[src/rtl/bcg_pkg.sv]
`timescale 1ns / 1ps
// ----------------------------------------------------------------------------
// bcg_pkg
// Shared types, constants and curve tables of the battery charge gauge.
// ----------------------------------------------------------------------------
package bcg_pkg;

  // microvolt magnitudes of the window and the divider remainder
  localparam int UV_W = 23;
  // signed open-circuit voltage in microvolts
  localparam int OCV_UV_W = 25;

  // ratio quotient bits and divider layout
  localparam int RATIO_W = 16;
  localparam int DIV_BITS_PER_STAGE = 2;
  localparam int DIV_STAGES = RATIO_W / DIV_BITS_PER_STAGE;

  // discharge curve
  localparam int CURVE_POINTS = 12;
  localparam int SEG_W = 4;
  localparam int PCT_STEP_MAX = 10;

  // register indexes
  localparam logic [1:0] CFG_FULL_MV  = 2'd0;
  localparam logic [1:0] CFG_EMPTY_MV = 2'd1;
  localparam logic [1:0] CFG_PATH_RES = 2'd2;

  // register reset values
  localparam logic [12:0] FULL_MV_RESET  = 13'd4200;
  localparam logic [12:0] EMPTY_MV_RESET = 13'd3300;
  localparam logic [9:0]  PATH_RES_RESET = 10'd320;

  // charge state codes
  localparam logic [2:0] CHG_PRE  = 3'd1;
  localparam logic [2:0] CHG_CC   = 3'd2;
  localparam logic [2:0] CHG_CV   = 3'd3;
  localparam logic [2:0] CHG_DONE = 3'd4;

  // scaling
  localparam int VBAT_UV_PER_CODE = 2000;
  localparam int UV_PER_MV = 1000;
  localparam logic [24:0] RECIP_MV = 25'd17179869;  // floor(2^34 / 1000)
  localparam int RECIP_SHIFT = 34;
  localparam int OCV_MAX_MV = 16383;
  localparam logic [16:0] RATIO_ONE = 17'd65536;
  localparam int NORM_LOW_Q8 = 844800;               // 3300 mV with 8 fraction bits
  localparam int NORM_SPAN_MV = 900;

  localparam logic [6:0] PCT_FULL = 7'd100;
  localparam logic [6:0] PCT_CHARGING_MAX = 7'd99;

  typedef struct packed {
    logic [7:0] vbat_low_byte;
    logic [7:0] vbat_high_byte;
    logic [7:0] ibat_low_byte;
    logic [7:0] ibat_high_byte;
    logic [7:0] charger_status_byte;
  } sample_t;

  typedef struct packed {
    logic signed [14:0] ocv_mv;
    logic [6:0]         percentage;
    logic               charging;
    logic               is_full;
  } result_t;

  typedef struct packed {
    logic [9:0]      path_res;
    logic [UV_W-1:0] empty_uv;
    logic [UV_W-1:0] den_uv;
    logic            window_ok;
  } gauge_cfg_t;

  // side information carried along the divider
  typedef struct packed {
    logic signed [14:0] ocv_mv;
    logic               charging;
    logic               is_full;
    logic               use_div;
    logic [RATIO_W:0]   ratio_fixed;
  } div_side_t;

  typedef struct packed {
    div_side_t       side;
    logic [UV_W-1:0] num_uv;
  } front_item_t;

  typedef struct packed {
    logic signed [14:0] ocv_mv;
    logic               charging;
    logic               is_full;
    logic [RATIO_W:0]   ratio;
  } ratio_item_t;

  function automatic logic [12:0] curve_mv(input logic [SEG_W-1:0] idx);
    case (idx)
      4'd0:    curve_mv = 13'd4200;
      4'd1:    curve_mv = 13'd4060;
      4'd2:    curve_mv = 13'd3980;
      4'd3:    curve_mv = 13'd3920;
      4'd4:    curve_mv = 13'd3870;
      4'd5:    curve_mv = 13'd3820;
      4'd6:    curve_mv = 13'd3790;
      4'd7:    curve_mv = 13'd3770;
      4'd8:    curve_mv = 13'd3740;
      4'd9:    curve_mv = 13'd3680;
      4'd10:   curve_mv = 13'd3450;
      4'd11:   curve_mv = 13'd3300;
      default: curve_mv = 13'd3300;
    endcase
  endfunction

  function automatic logic [6:0] curve_pct(input logic [SEG_W-1:0] idx);
    case (idx)
      4'd0:    curve_pct = 7'd100;
      4'd1:    curve_pct = 7'd90;
      4'd2:    curve_pct = 7'd80;
      4'd3:    curve_pct = 7'd70;
      4'd4:    curve_pct = 7'd60;
      4'd5:    curve_pct = 7'd50;
      4'd6:    curve_pct = 7'd40;
      4'd7:    curve_pct = 7'd30;
      4'd8:    curve_pct = 7'd20;
      4'd9:    curve_pct = 7'd10;
      4'd10:   curve_pct = 7'd5;
      4'd11:   curve_pct = 7'd0;
      default: curve_pct = 7'd0;
    endcase
  endfunction

endpackage

[src/rtl/bcg_front.sv]
`timescale 1ns / 1ps
// ----------------------------------------------------------------------------
// bcg_front
// Sample decode, IR drop correction, mV conversion and ratio window setup.
// ----------------------------------------------------------------------------
module bcg_front (
  input  logic                 clk,
  input  logic                 rst,
  input  bcg_pkg::gauge_cfg_t  cfg,
  input  logic                 sample_valid,
  output logic                 sample_stall,
  input  bcg_pkg::sample_t     sample,
  output logic                 item_valid,
  input  logic                 item_stall,
  output bcg_pkg::front_item_t item
);

  logic v0, v1, v2, v3;
  logic hold0, hold1, hold2, hold3;

  // stage 0: decoded sample
  logic [11:0]        vcode0;
  logic signed [11:0] icode0;
  logic               chg0, full0;
  // stage 1: open-circuit voltage in uV
  logic signed [bcg_pkg::OCV_UV_W-1:0] ocv_uv1;
  logic                                chg1, full1;
  // stage 2: magnitude, reciprocal estimate, window decision
  logic [23:0]                  abs_uv2;
  logic                         neg2;
  logic [14:0]                  q0_2;
  logic                         chg2, full2, use_div2;
  logic [bcg_pkg::RATIO_W:0]    fixed2;
  logic [bcg_pkg::UV_W-1:0]     num2;
  // stage 3
  bcg_pkg::front_item_t item3;

  logic [2:0] chg_state;
  logic       present, chg_w, full_w;

  logic signed [13:0] ibat_ma;
  logic signed [10:0] res_s;
  logic signed [23:0] drop_uv;
  logic [22:0]        vbat_uv;
  logic signed [bcg_pkg::OCV_UV_W-1:0] ocv_uv_w;

  logic signed [bcg_pkg::OCV_UV_W-1:0] abs_full;
  logic [23:0]                  abs_w;
  logic [48:0]                  recip_prod;
  logic signed [25:0]           num_w;
  logic                         num_pos, num_ge_den, use_div_w;
  logic [bcg_pkg::RATIO_W:0]    fixed_w;

  logic [24:0] back_uv, rem_uv;
  logic [14:0] q_w, ocv_bits;

  // stall chain
  assign hold3 = v3 && item_stall;
  assign hold2 = v2 && hold3;
  assign hold1 = v1 && hold2;
  assign hold0 = v0 && hold1;
  assign sample_stall = hold0;

  // status decode
  always_comb begin
    chg_state = sample.charger_status_byte[5:3];
    present   = (sample.charger_status_byte[2:0] != 3'd0) || sample.charger_status_byte[6];
    chg_w     = present && ((chg_state == bcg_pkg::CHG_PRE) || (chg_state == bcg_pkg::CHG_CC) ||
                            (chg_state == bcg_pkg::CHG_CV));
    full_w    = present && (chg_state == bcg_pkg::CHG_DONE);
  end

  // vbat * 2000 - ibat * 4 * r
  always_comb begin
    ibat_ma  = {icode0, 2'b00};
    res_s    = $signed({1'b0, cfg.path_res});
    drop_uv  = 24'(ibat_ma) * 24'(res_s);
    vbat_uv  = 23'(vcode0) * 23'(bcg_pkg::VBAT_UV_PER_CODE);
    ocv_uv_w = $signed({2'b00, vbat_uv}) - {drop_uv[23], drop_uv};
  end

  // magnitude times reciprocal of 1000, window compares
  always_comb begin
    abs_full   = ocv_uv1[bcg_pkg::OCV_UV_W-1] ? -ocv_uv1 : ocv_uv1;
    abs_w      = abs_full[23:0];
    recip_prod = 49'(abs_w) * 49'(bcg_pkg::RECIP_MV);
    num_w      = 26'(ocv_uv1) - $signed({3'b000, cfg.empty_uv});
    num_pos    = !num_w[25] && (num_w != 26'sd0);
    num_ge_den = num_w >= $signed({3'b000, cfg.den_uv});
    use_div_w  = 1'b0;
    fixed_w    = '0;
    if (cfg.window_ok) begin
      if (!num_pos) begin
        fixed_w = '0;
      end else if (num_ge_den) begin
        fixed_w = bcg_pkg::RATIO_ONE;
      end else begin
        use_div_w = 1'b1;
      end
    end else begin
      fixed_w = num_w[25] ? '0 : bcg_pkg::RATIO_ONE;
    end
  end

  // estimate is at most one low: one compare fixes it
  always_comb begin
    back_uv  = 25'(q0_2) * 25'(bcg_pkg::UV_PER_MV);
    rem_uv   = 25'(abs_uv2) - back_uv;
    q_w      = q0_2 + 15'(rem_uv >= 25'(bcg_pkg::UV_PER_MV));
    if (neg2) begin
      ocv_bits = 15'd0 - q_w;
    end else if (q_w > 15'(bcg_pkg::OCV_MAX_MV)) begin
      ocv_bits = 15'(bcg_pkg::OCV_MAX_MV);
    end else begin
      ocv_bits = q_w;
    end
  end

  always_ff @(posedge clk) begin
    if (rst) begin
      v0 <= 1'b0;
      v1 <= 1'b0;
      v2 <= 1'b0;
      v3 <= 1'b0;
    end else begin
      if (!hold0) v0 <= sample_valid;
      if (!hold1) v1 <= v0;
      if (!hold2) v2 <= v1;
      if (!hold3) v3 <= v2;
    end
  end

  always_ff @(posedge clk) begin
    if (!hold0) begin
      vcode0 <= {sample.vbat_high_byte[3:0], sample.vbat_low_byte};
      icode0 <= $signed({sample.ibat_high_byte[3:0], sample.ibat_low_byte});
      chg0   <= chg_w;
      full0  <= full_w;
    end
    if (!hold1) begin
      ocv_uv1 <= ocv_uv_w;
      chg1    <= chg0;
      full1   <= full0;
    end
    if (!hold2) begin
      abs_uv2  <= abs_w;
      neg2     <= ocv_uv1[bcg_pkg::OCV_UV_W-1];
      q0_2     <= recip_prod[bcg_pkg::RECIP_SHIFT +: 15];
      chg2     <= chg1;
      full2    <= full1;
      use_div2 <= use_div_w;
      fixed2   <= fixed_w;
      num2     <= num_w[bcg_pkg::UV_W-1:0];
    end
    if (!hold3) begin
      item3.side.ocv_mv      <= ocv_bits;
      item3.side.charging    <= chg2;
      item3.side.is_full     <= full2;
      item3.side.use_div     <= use_div2;
      item3.side.ratio_fixed <= fixed2;
      item3.num_uv           <= num2;
    end
  end

  assign item_valid = v3;
  assign item       = item3;

endmodule

[src/rtl/bcg_ratio_div.sv]
`timescale 1ns / 1ps
// ----------------------------------------------------------------------------
// bcg_ratio_div
// Pipelined restoring divider for the Q0.16 charge window ratio.
// ----------------------------------------------------------------------------
module bcg_ratio_div (
  input  logic                     clk,
  input  logic                     rst,
  input  logic [bcg_pkg::UV_W-1:0] den_uv,
  input  logic                     in_valid,
  output logic                     in_stall,
  input  bcg_pkg::front_item_t     in_item,
  output logic                     out_valid,
  input  logic                     out_stall,
  output bcg_pkg::ratio_item_t     out_item
);

  localparam int N = bcg_pkg::DIV_STAGES;
  localparam int W = bcg_pkg::UV_W;
  localparam int Q = bcg_pkg::RATIO_W;

  logic [N-1:0] vld, hold, vld_src;

  logic [W-1:0]       rem_q   [N];
  logic [Q-1:0]       quo_q   [N];
  bcg_pkg::div_side_t side_q  [N];
  logic [W-1:0]       rem_src [N];
  logic [Q-1:0]       quo_src [N];
  bcg_pkg::div_side_t side_src[N];
  logic [W-1:0]       rem_nx  [N];
  logic [Q-1:0]       quo_nx  [N];

  // stall chain from the last stage back
  always_comb begin
    hold[N-1] = vld[N-1] && out_stall;
    for (int k = N - 2; k >= 0; k--) begin
      hold[k] = vld[k] && hold[k+1];
    end
  end
  assign in_stall = hold[0];
  assign vld_src  = {vld[N-2:0], in_valid};

  // two quotient bits per stage
  always_comb begin
    logic [W:0]   trial;
    logic [W-1:0] r;
    logic [Q-1:0] qv;
    rem_src[0]  = in_item.num_uv;
    quo_src[0]  = '0;
    side_src[0] = in_item.side;
    for (int k = 1; k < N; k++) begin
      rem_src[k]  = rem_q[k-1];
      quo_src[k]  = quo_q[k-1];
      side_src[k] = side_q[k-1];
    end
    for (int k = 0; k < N; k++) begin
      r  = rem_src[k];
      qv = quo_src[k];
      for (int b = 0; b < bcg_pkg::DIV_BITS_PER_STAGE; b++) begin
        trial = {r, 1'b0};
        if (trial >= {1'b0, den_uv}) begin
          r  = W'(trial - {1'b0, den_uv});
          qv = {qv[Q-2:0], 1'b1};
        end else begin
          r  = trial[W-1:0];
          qv = {qv[Q-2:0], 1'b0};
        end
      end
      rem_nx[k] = r;
      quo_nx[k] = qv;
    end
  end

  always_ff @(posedge clk) begin
    if (rst) begin
      vld <= '0;
    end else begin
      for (int k = 0; k < N; k++) begin
        if (!hold[k]) vld[k] <= vld_src[k];
      end
    end
  end

  always_ff @(posedge clk) begin
    for (int k = 0; k < N; k++) begin
      if (!hold[k]) begin
        rem_q[k]  <= rem_nx[k];
        quo_q[k]  <= quo_nx[k];
        side_q[k] <= side_src[k];
      end
    end
  end

  assign out_valid         = vld[N-1];
  assign out_item.ocv_mv   = side_q[N-1].ocv_mv;
  assign out_item.charging = side_q[N-1].charging;
  assign out_item.is_full  = side_q[N-1].is_full;
  assign out_item.ratio    = side_q[N-1].use_div ? {1'b0, quo_q[N-1]}
                                                 : side_q[N-1].ratio_fixed;

endmodule

[src/rtl/bcg_curve.sv]
`timescale 1ns / 1ps
// ----------------------------------------------------------------------------
// bcg_curve
// Maps the ratio onto the curve voltage range and interpolates the percentage.
// ----------------------------------------------------------------------------
module bcg_curve (
  input  logic                 clk,
  input  logic                 rst,
  input  logic                 in_valid,
  output logic                 in_stall,
  input  bcg_pkg::ratio_item_t in_item,
  output logic                 out_valid,
  input  logic                 out_stall,
  output bcg_pkg::result_t     out_result
);

  localparam int SW = bcg_pkg::SEG_W;

  logic v0, v1, v2, v3;
  logic hold0, hold1, hold2, hold3;

  // flags and ocv ride along every stage
  logic signed [14:0] ocv0, ocv1, ocv2;
  logic               chg0, chg1, chg2, full0, full1, full2;

  logic [20:0]   norm0;
  logic [SW-1:0] seg1, seg2;
  logic [15:0]   x1;
  logic          top1, bot1, top2, bot2;
  logic [10:0]   y2;
  bcg_pkg::result_t res3;

  logic [25:0]   scaled;
  logic [20:0]   norm_w;
  logic [SW-1:0] seg_w;
  logic [20:0]   x_full;
  logic [6:0]    dp;
  logic [18:0]   xdp;
  logic [12:0]   d_full;
  logic [7:0]    d;
  logic [SW-1:0] q;
  logic [6:0]    pct_w, pct_out;

  assign hold3 = v3 && out_stall;
  assign hold2 = v2 && hold3;
  assign hold1 = v1 && hold2;
  assign hold0 = v0 && hold1;
  assign in_stall = hold0;

  // 3300 mV plus ratio times 900 mV, 8 fraction bits
  always_comb begin
    scaled = 26'(in_item.ratio) * 26'(bcg_pkg::NORM_SPAN_MV);
    norm_w = 21'(bcg_pkg::NORM_LOW_Q8) + {3'b000, scaled[25:8]};
  end

  // segment search over the descending curve
  always_comb begin
    seg_w = '0;
    for (int j = 1; j < bcg_pkg::CURVE_POINTS - 1; j++) begin
      seg_w = seg_w + SW'(norm0 <= {bcg_pkg::curve_mv(SW'(j)), 8'd0});
    end
    x_full = norm0 - {bcg_pkg::curve_mv(seg_w + SW'(1)), 8'd0};
  end

  always_comb begin
    dp  = bcg_pkg::curve_pct(seg1) - bcg_pkg::curve_pct(seg1 + SW'(1));
    xdp = 19'(x1) * 19'(dp);
  end

  // small quotient y / d by parallel threshold compares, up to a whole step
  // when the voltage sits exactly on the upper knee
  always_comb begin
    d_full = bcg_pkg::curve_mv(seg2) - bcg_pkg::curve_mv(seg2 + SW'(1));
    d      = d_full[7:0];
    q      = '0;
    for (int k = 1; k <= bcg_pkg::PCT_STEP_MAX; k++) begin
      if ({1'b0, y2} >= 12'(k) * {4'b0000, d}) q = q + SW'(1);
    end
    if (top2) begin
      pct_w = bcg_pkg::PCT_FULL;
    end else if (bot2) begin
      pct_w = '0;
    end else begin
      pct_w = bcg_pkg::curve_pct(seg2 + SW'(1)) + 7'(q);
    end
    if (full2) begin
      pct_out = bcg_pkg::PCT_FULL;
    end else if (chg2 && (pct_w == bcg_pkg::PCT_FULL)) begin
      pct_out = bcg_pkg::PCT_CHARGING_MAX;
    end else begin
      pct_out = pct_w;
    end
  end

  always_ff @(posedge clk) begin
    if (rst) begin
      v0 <= 1'b0;
      v1 <= 1'b0;
      v2 <= 1'b0;
      v3 <= 1'b0;
    end else begin
      if (!hold0) v0 <= in_valid;
      if (!hold1) v1 <= v0;
      if (!hold2) v2 <= v1;
      if (!hold3) v3 <= v2;
    end
  end

  always_ff @(posedge clk) begin
    if (!hold0) begin
      norm0 <= norm_w;
      ocv0  <= in_item.ocv_mv;
      chg0  <= in_item.charging;
      full0 <= in_item.is_full;
    end
    if (!hold1) begin
      seg1  <= seg_w;
      x1    <= x_full[15:0];
      top1  <= norm0 >= {bcg_pkg::curve_mv(SW'(0)), 8'd0};
      bot1  <= norm0 <= {bcg_pkg::curve_mv(SW'(bcg_pkg::CURVE_POINTS - 1)), 8'd0};
      ocv1  <= ocv0;
      chg1  <= chg0;
      full1 <= full0;
    end
    if (!hold2) begin
      seg2  <= seg1;
      y2    <= xdp[18:8];
      top2  <= top1;
      bot2  <= bot1;
      ocv2  <= ocv1;
      chg2  <= chg1;
      full2 <= full1;
    end
    if (!hold3) begin
      res3.ocv_mv     <= ocv2;
      res3.percentage <= pct_out;
      res3.charging   <= chg2;
      res3.is_full    <= full2;
    end
  end

  assign out_valid  = v3;
  assign out_result = res3;

endmodule

[src/rtl/battery_charge_gauge.sv]
`timescale 1ns / 1ps
// ----------------------------------------------------------------------------
// battery_charge_gauge
// Voltage based state of charge estimate with series resistance correction.
// ----------------------------------------------------------------------------
// The gauge takes one charger sample per transaction and returns one result
// per sample, in order: the IR-corrected open-circuit voltage in mV, the
// charge percentage and the charging and full flags. It accepts a new sample
// on every clock while sample_stall is low; each result passes through a
// pipeline of 16 register stages (4 front stages, 8 divider stages at
// two quotient bits each, 4 curve stages, the first loaded at the
// accepting edge). When the result side stalls, the stages keep filling
// until the pipeline is full, and only then does sample_stall rise.
// Write configuration only while no sample is in flight; a write takes effect
// for samples accepted on the next clock or later.
// ----------------------------------------------------------------------------
module battery_charge_gauge (
  input  logic             clk,
  input  logic             rst,
  // configuration write port
  input  logic             cfg_write,
  input  logic [1:0]       cfg_index,
  input  logic [12:0]      cfg_data,
  // sample channel
  input  logic             sample_valid,
  output logic             sample_stall,
  input  bcg_pkg::sample_t sample,
  // result channel
  output logic             result_valid,
  input  logic             result_stall,
  output bcg_pkg::result_t result
);

  // configuration registers
  logic [12:0] full_mv;
  logic [12:0] empty_mv;
  logic [9:0]  path_res;

  // window values in uV, refreshed every clock from the registers
  logic [bcg_pkg::UV_W-1:0] empty_uv;
  logic [bcg_pkg::UV_W-1:0] den_uv;
  logic                     window_ok;
  logic [12:0]              span_mv;

  bcg_pkg::gauge_cfg_t cfg;

  // front to divider
  logic                 front_valid, front_stall;
  bcg_pkg::front_item_t front_item;
  // divider to curve
  logic                 ratio_valid, ratio_stall;
  bcg_pkg::ratio_item_t ratio_item;

  always_ff @(posedge clk) begin
    if (rst) begin
      full_mv  <= bcg_pkg::FULL_MV_RESET;
      empty_mv <= bcg_pkg::EMPTY_MV_RESET;
      path_res <= bcg_pkg::PATH_RES_RESET;
    end else if (cfg_write) begin
      case (cfg_index)
        bcg_pkg::CFG_FULL_MV:  full_mv  <= cfg_data;
        bcg_pkg::CFG_EMPTY_MV: empty_mv <= cfg_data;
        bcg_pkg::CFG_PATH_RES: path_res <= cfg_data[9:0];
        default: ;  // unused index, write dropped
      endcase
    end
  end

  // span only matters when full is above empty
  assign span_mv = full_mv - empty_mv;

  always_ff @(posedge clk) begin
    empty_uv  <= bcg_pkg::UV_W'(empty_mv) * bcg_pkg::UV_W'(bcg_pkg::UV_PER_MV);
    den_uv    <= bcg_pkg::UV_W'(span_mv) * bcg_pkg::UV_W'(bcg_pkg::UV_PER_MV);
    window_ok <= full_mv > empty_mv;
  end

  // resistance is used one stage after acceptance, straight from its register
  always_comb begin
    cfg.path_res  = path_res;
    cfg.empty_uv  = empty_uv;
    cfg.den_uv    = den_uv;
    cfg.window_ok = window_ok;
  end

  // decode, IR correction, mV conversion, window compare
  bcg_front u_front (
    .clk          (clk),
    .rst          (rst),
    .cfg          (cfg),
    .sample_valid (sample_valid),
    .sample_stall (sample_stall),
    .sample       (sample),
    .item_valid   (front_valid),
    .item_stall   (front_stall),
    .item         (front_item)
  );

  // Q0.16 ratio of the voltage inside the window
  bcg_ratio_div u_div (
    .clk       (clk),
    .rst       (rst),
    .den_uv    (den_uv),
    .in_valid  (front_valid),
    .in_stall  (front_stall),
    .in_item   (front_item),
    .out_valid (ratio_valid),
    .out_stall (ratio_stall),
    .out_item  (ratio_item)
  );

  // curve mapping and interpolation, last stage is the result register
  bcg_curve u_curve (
    .clk        (clk),
    .rst        (rst),
    .in_valid   (ratio_valid),
    .in_stall   (ratio_stall),
    .in_item    (ratio_item),
    .out_valid  (result_valid),
    .out_stall  (result_stall),
    .out_result (result)
  );

endmodule

[config.mk]
export PLATFORM = sky130hd
export DESIGN_NAME = battery_charge_gauge
export DESIGN_NICKNAME = d
export VERILOG_FILES = /design/src/rtl/bcg_pkg.sv /design/src/rtl/bcg_front.sv /design/src/rtl/bcg_ratio_div.sv /design/src/rtl/bcg_curve.sv /design/src/rtl/battery_charge_gauge.sv
export SDC_FILE = /design/constraint.sdc
export NUM_CORES = 2
export LEC_CHECK = 0
export BUFFER_PORTS_ARGS = -buffer_cell sky130_fd_sc_hd__buf_2
export CAP_MARGIN = 20
export CORE_MARGIN = 3
export CORE_UTILIZATION = 30
export CTS_CLUSTER_DIAMETER = 40
export CTS_CLUSTER_SIZE = 14
export DETAILED_ROUTE_END_ITERATION = 12
export REMOVE_ABC_BUFFERS = 1
export SYNTH_ARGS = -nofsm -noshare
export SYNTH_HDL_FRONTEND = slang
export SYNTH_SLANG_ARGS = --single-unit
[constraint.sdc]
create_clock -name clk -period 12.9 [get_ports clk]
set_clock_uncertainty 0.15 [all_clocks]
set_input_delay 2.58 -clock clk [delete_from_list [all_inputs] [get_ports clk]]
set_output_delay 2.58 -clock clk [all_outputs]
set_load 0.02 [all_outputs]
==> results.sh <==
export IMPL_vias=51100
export IMPL_ys_async_sr_fraction_pct=0
export IMPL_synthTopCellsByCount="ha_1 (1112), inv_1 (986), edfxtp_1 (652)"
export IMPL_synth_distinct_cells=89
export IMPL_max_stage_delay_ns=0.63
export IMPL_rsz0062_at_grt="no"
export IMPL_endpoint="u_curve.out_result[4]$_SDFFCE_PP1N_"
export IMPL_ys_ff_latch=759
export IMPL_drive_gt1_share_pct=7.39
export IMPL_yosysTopAreaCell="edfxtp_1"
export IMPL_worstMarginPinSlew_ns=1.10
export IMPL_clock_path_buffers=3
export IMPL_critical_path_top_delay_family="compound AO/OA/AOI/OAI gates"
export IMPL_die_y_um=502
export IMPL_r2r_end="u_curve.out_result[4]$_SDFFCE_PP1N_"
export IMPL_yosysTopAreaCellShare_pct=26.5
export IMPL_grt_max_degree=56
export IMPL_clkLatencyLatePin_ns=0.73
export IMPL_avgRoutedWirePerCell_um=15.7
export IMPL_die_x_um=502
export IMPL_cp_end_kind="flip-flop"
export IMPL_synthCells=7216
export IMPL_synthTopCellsByArea="edfxtp_1 (26%), ha_1 (19%), fa_1 (15%)"
export IMPL_boundaryPins=86
export IMPL_wl_mm=167
export IMPL_cts_tree="done"
export IMPL_initial_core_util_pct=30.3
export IMPL_critical_path_required_ns=13.24
export IMPL_min_period_over_period_pct=91.7
export IMPL_post_place_ws_ns=1.10
export IMPL_yosysMostFrequentCell="ha_1"
export IMPL_startpoint_type="flip-flop"
export IMPL_fin_tns_setup_ns=0
export IMPL_cp_common_cell="ha_1"
export IMPL_num_rows=181
export IMPL_clockRootBuffer="clkbuf_16"
export IMPL_synthFlopType="edfxtp_1"
export IMPL_drv_cap=0
export IMPL_post_cts_buffers=0
export IMPL_cts_resized=0
export IMPL_arrival_ns=12.17
export IMPL_crit_fanout=21
export IMPL_area_growth_pct=10.6
export IMPL_crit_cells=54
export IMPL_numCtsBuffers=95
export IMPL_ant_nets=0
export IMPL_ys_warn_count=0
export IMPL_finalWorstSetupSlack_ns=1.07
export IMPL_syn_avg_cell_area_um2=10.2
export IMPL_r2r_setup_slack_ns=1.07
export IMPL_antenna_found_initial=9
export IMPL_fmax_ghz=0.0845
export IMPL_path_clk_slew_ns=0.06
export IMPL_grt_usage_pct=13.2
export IMPL_cts_num_sinks=759
export IMPL_slowest_stage="edfxtp_1"
export IMPL_slew_headroom_pct=26.0
export IMPL_hold_path_class="flip-flop to flip-flop"
export IMPL_hpwl_mm=132
export IMPL_ctsHtreeMaxLevel=3
export IMPL_via_per_inst=4.80
export IMPL_grt_pass1_vias=52200
export IMPL_core_um2=244000
export IMPL_critPathBufInv=6
export IMPL_first_pass_iters=5
export IMPL_drc=0
export IMPL_status="complete, no violations"
export IMPL_drv_slew=0
export IMPL_crit_start="u_curve.seg2[1]$_DFFE_PN_"
export IMPL_period_minus_slack_ns=11.83
export IMPL_synth_seq_area_share_pct=29.4
export IMPL_gp_congestion=0.870
export IMPL_final_nets=9074
export IMPL_grt_overflow_total=0
export IMPL_die_area_um2=252000
export IMPL_hold_buffers=0
export IMPL_reg2reg_depth=54
export IMPL_syn_area_um2=73900
export IMPL_r2r_start="u_curve.seg2[1]$_DFFE_PN_"
export IMPL_synth_edf_count=652
export IMPL_grt_pass1_wl_mm=273
export IMPL_dr_first_iter_drc_count=2570
export IMPL_io_buffers=76
export IMPL_critPathKind="flip-flop to flip-flop"
export IMPL_hold_viol=0
export IMPL_setup_viol=0
==> layer usage <==
layer | wire, µm | up-vias | global-route usage [%]
li1 | - | 25200 | -
met1 | 76300 | 24700 | 17.4
met2 | 79700 | 893 | 22.8
met3 | 6580 | 258 | 1.76
met4 | 4160 | 4 | 3.41
met5 | 34 | - | 0
==> state kept, by name, indices dropped and copies added, names as in the netlist, 11 cells and up, named ones only <==
name,count
den_uv,20
empty_mv,13
empty_uv,20
full_mv,13
u_curve.norm0,21
u_curve.ocv0,15
u_curve.ocv1,15
u_curve.ocv2,15
u_curve.out_result,24
u_curve.x1,16
u_curve.y2,11
u_div.quo_q,72
u_div.rem_q,140
u_div.side_q,152
u_front.abs_uv2,22
u_front.icode0,12
u_front.item,40
u_front.num2,20
u_front.ocv_uv1,23
u_front.q0_2,15
u_front.vcode0,12
==> logic make-up after synthesis <==
family | share of synthesized area (%)
and+or+nand+nor | 10.4
xor gates and xnor gates | 5.85
adders and majority gates | 33.9
AOI/OAI and AO/OA | 11.8
buffers and inverters | 5.67
muxes | 3.05
DFF | 29.4
==> cell usage in the layout, fill, tap and decap left out, drive strengths merged, types with 26 or more instances in the layout <==
cell	instances
clkinv	38
edfxtp	652
nand2	441
a21oi	424
a21o	169
o21ai	301
inv	1011
ha	1112
clkbuf	113
xnor2	338
nor2	464
xor2	142
nand3	75
nand2b	77
buf	155
fa	555
nor4	26
and2	131
nor3	91
mux2	178
nor2b	101
o21bai	87
dfxtp	107
o21a	97
and3	38
nand4	64
a31oi	36
a21boi	85
==> layout make-up <==
| cell class | count | area [µm²] |
|---|---|---|
| clock inverters | 65 | 791 |
| repair buffers | 155 | 998 |
| well taps | 3202 | 4010 |
| fillers | 24500 | 162000 |
| clock buffers | 113 | 2470 |
| inverters | 991 | 3720 |
| multi-input cells | 5345 | 48100 |
| flip-flops and latches | 759 | 21700 |
| diodes | 4 | 10.0 |
==> worst min path at each step <==
stage / startpoint / to / slack (ns) / cells after the start
after floorplan: u_curve.bot1$_DFFE_PN_ / u_curve.bot2$_DFFE_PN_ / 0.25 / 0
after CTS: u_div.side_q[1][94]$_DFFE_PN_ / u_div.side_q[1][129]$_DFFE_PN_ / 0.24 / 0
after global placement: u_div.side_q[0][104]$_DFFE_PN_ / u_div.side_q[0][139]$_DFFE_PN_ / 0.25 / 0
final: u_div.side_q[1][128]$_DFFE_PN_ / u_curve.ocv0[3]$_DFFE_PN_ / 0.24 / 0
after global routing: u_div.side_q[1][92]$_DFFE_PN_ / u_div.side_q[1][127]$_DFFE_PN_ / 0.25 / 0
after detailed placement: u_curve.ocv1[12]$_DFFE_PN_ / u_curve.ocv2[12]$_DFFE_PN_ / 0.25 / 0
==> metrics by stage <==
| stage | hold slack, ns | util [%] | cell area [µm²] | std cells |
|---|---|---|---|---|
| after floorplan | 0.250 | - | 73500 | 7095 |
| final | 0.244 | 33.5 | 81800 | 10600 |
| after global placement | 0.251 | 32.2 | 78500 | 10500 |
| after global routing | 0.250 | 33.5 | 81800 | 10600 |
| after detailed placement | 0.255 | 32.2 | 78500 | 10500 |
| after CTS | 0.240 | 33.5 | 81800 | 10600 |
Power is not shown: default switching activity piles up to over one toggle a cycle in this logic, so the estimate is an artifact.
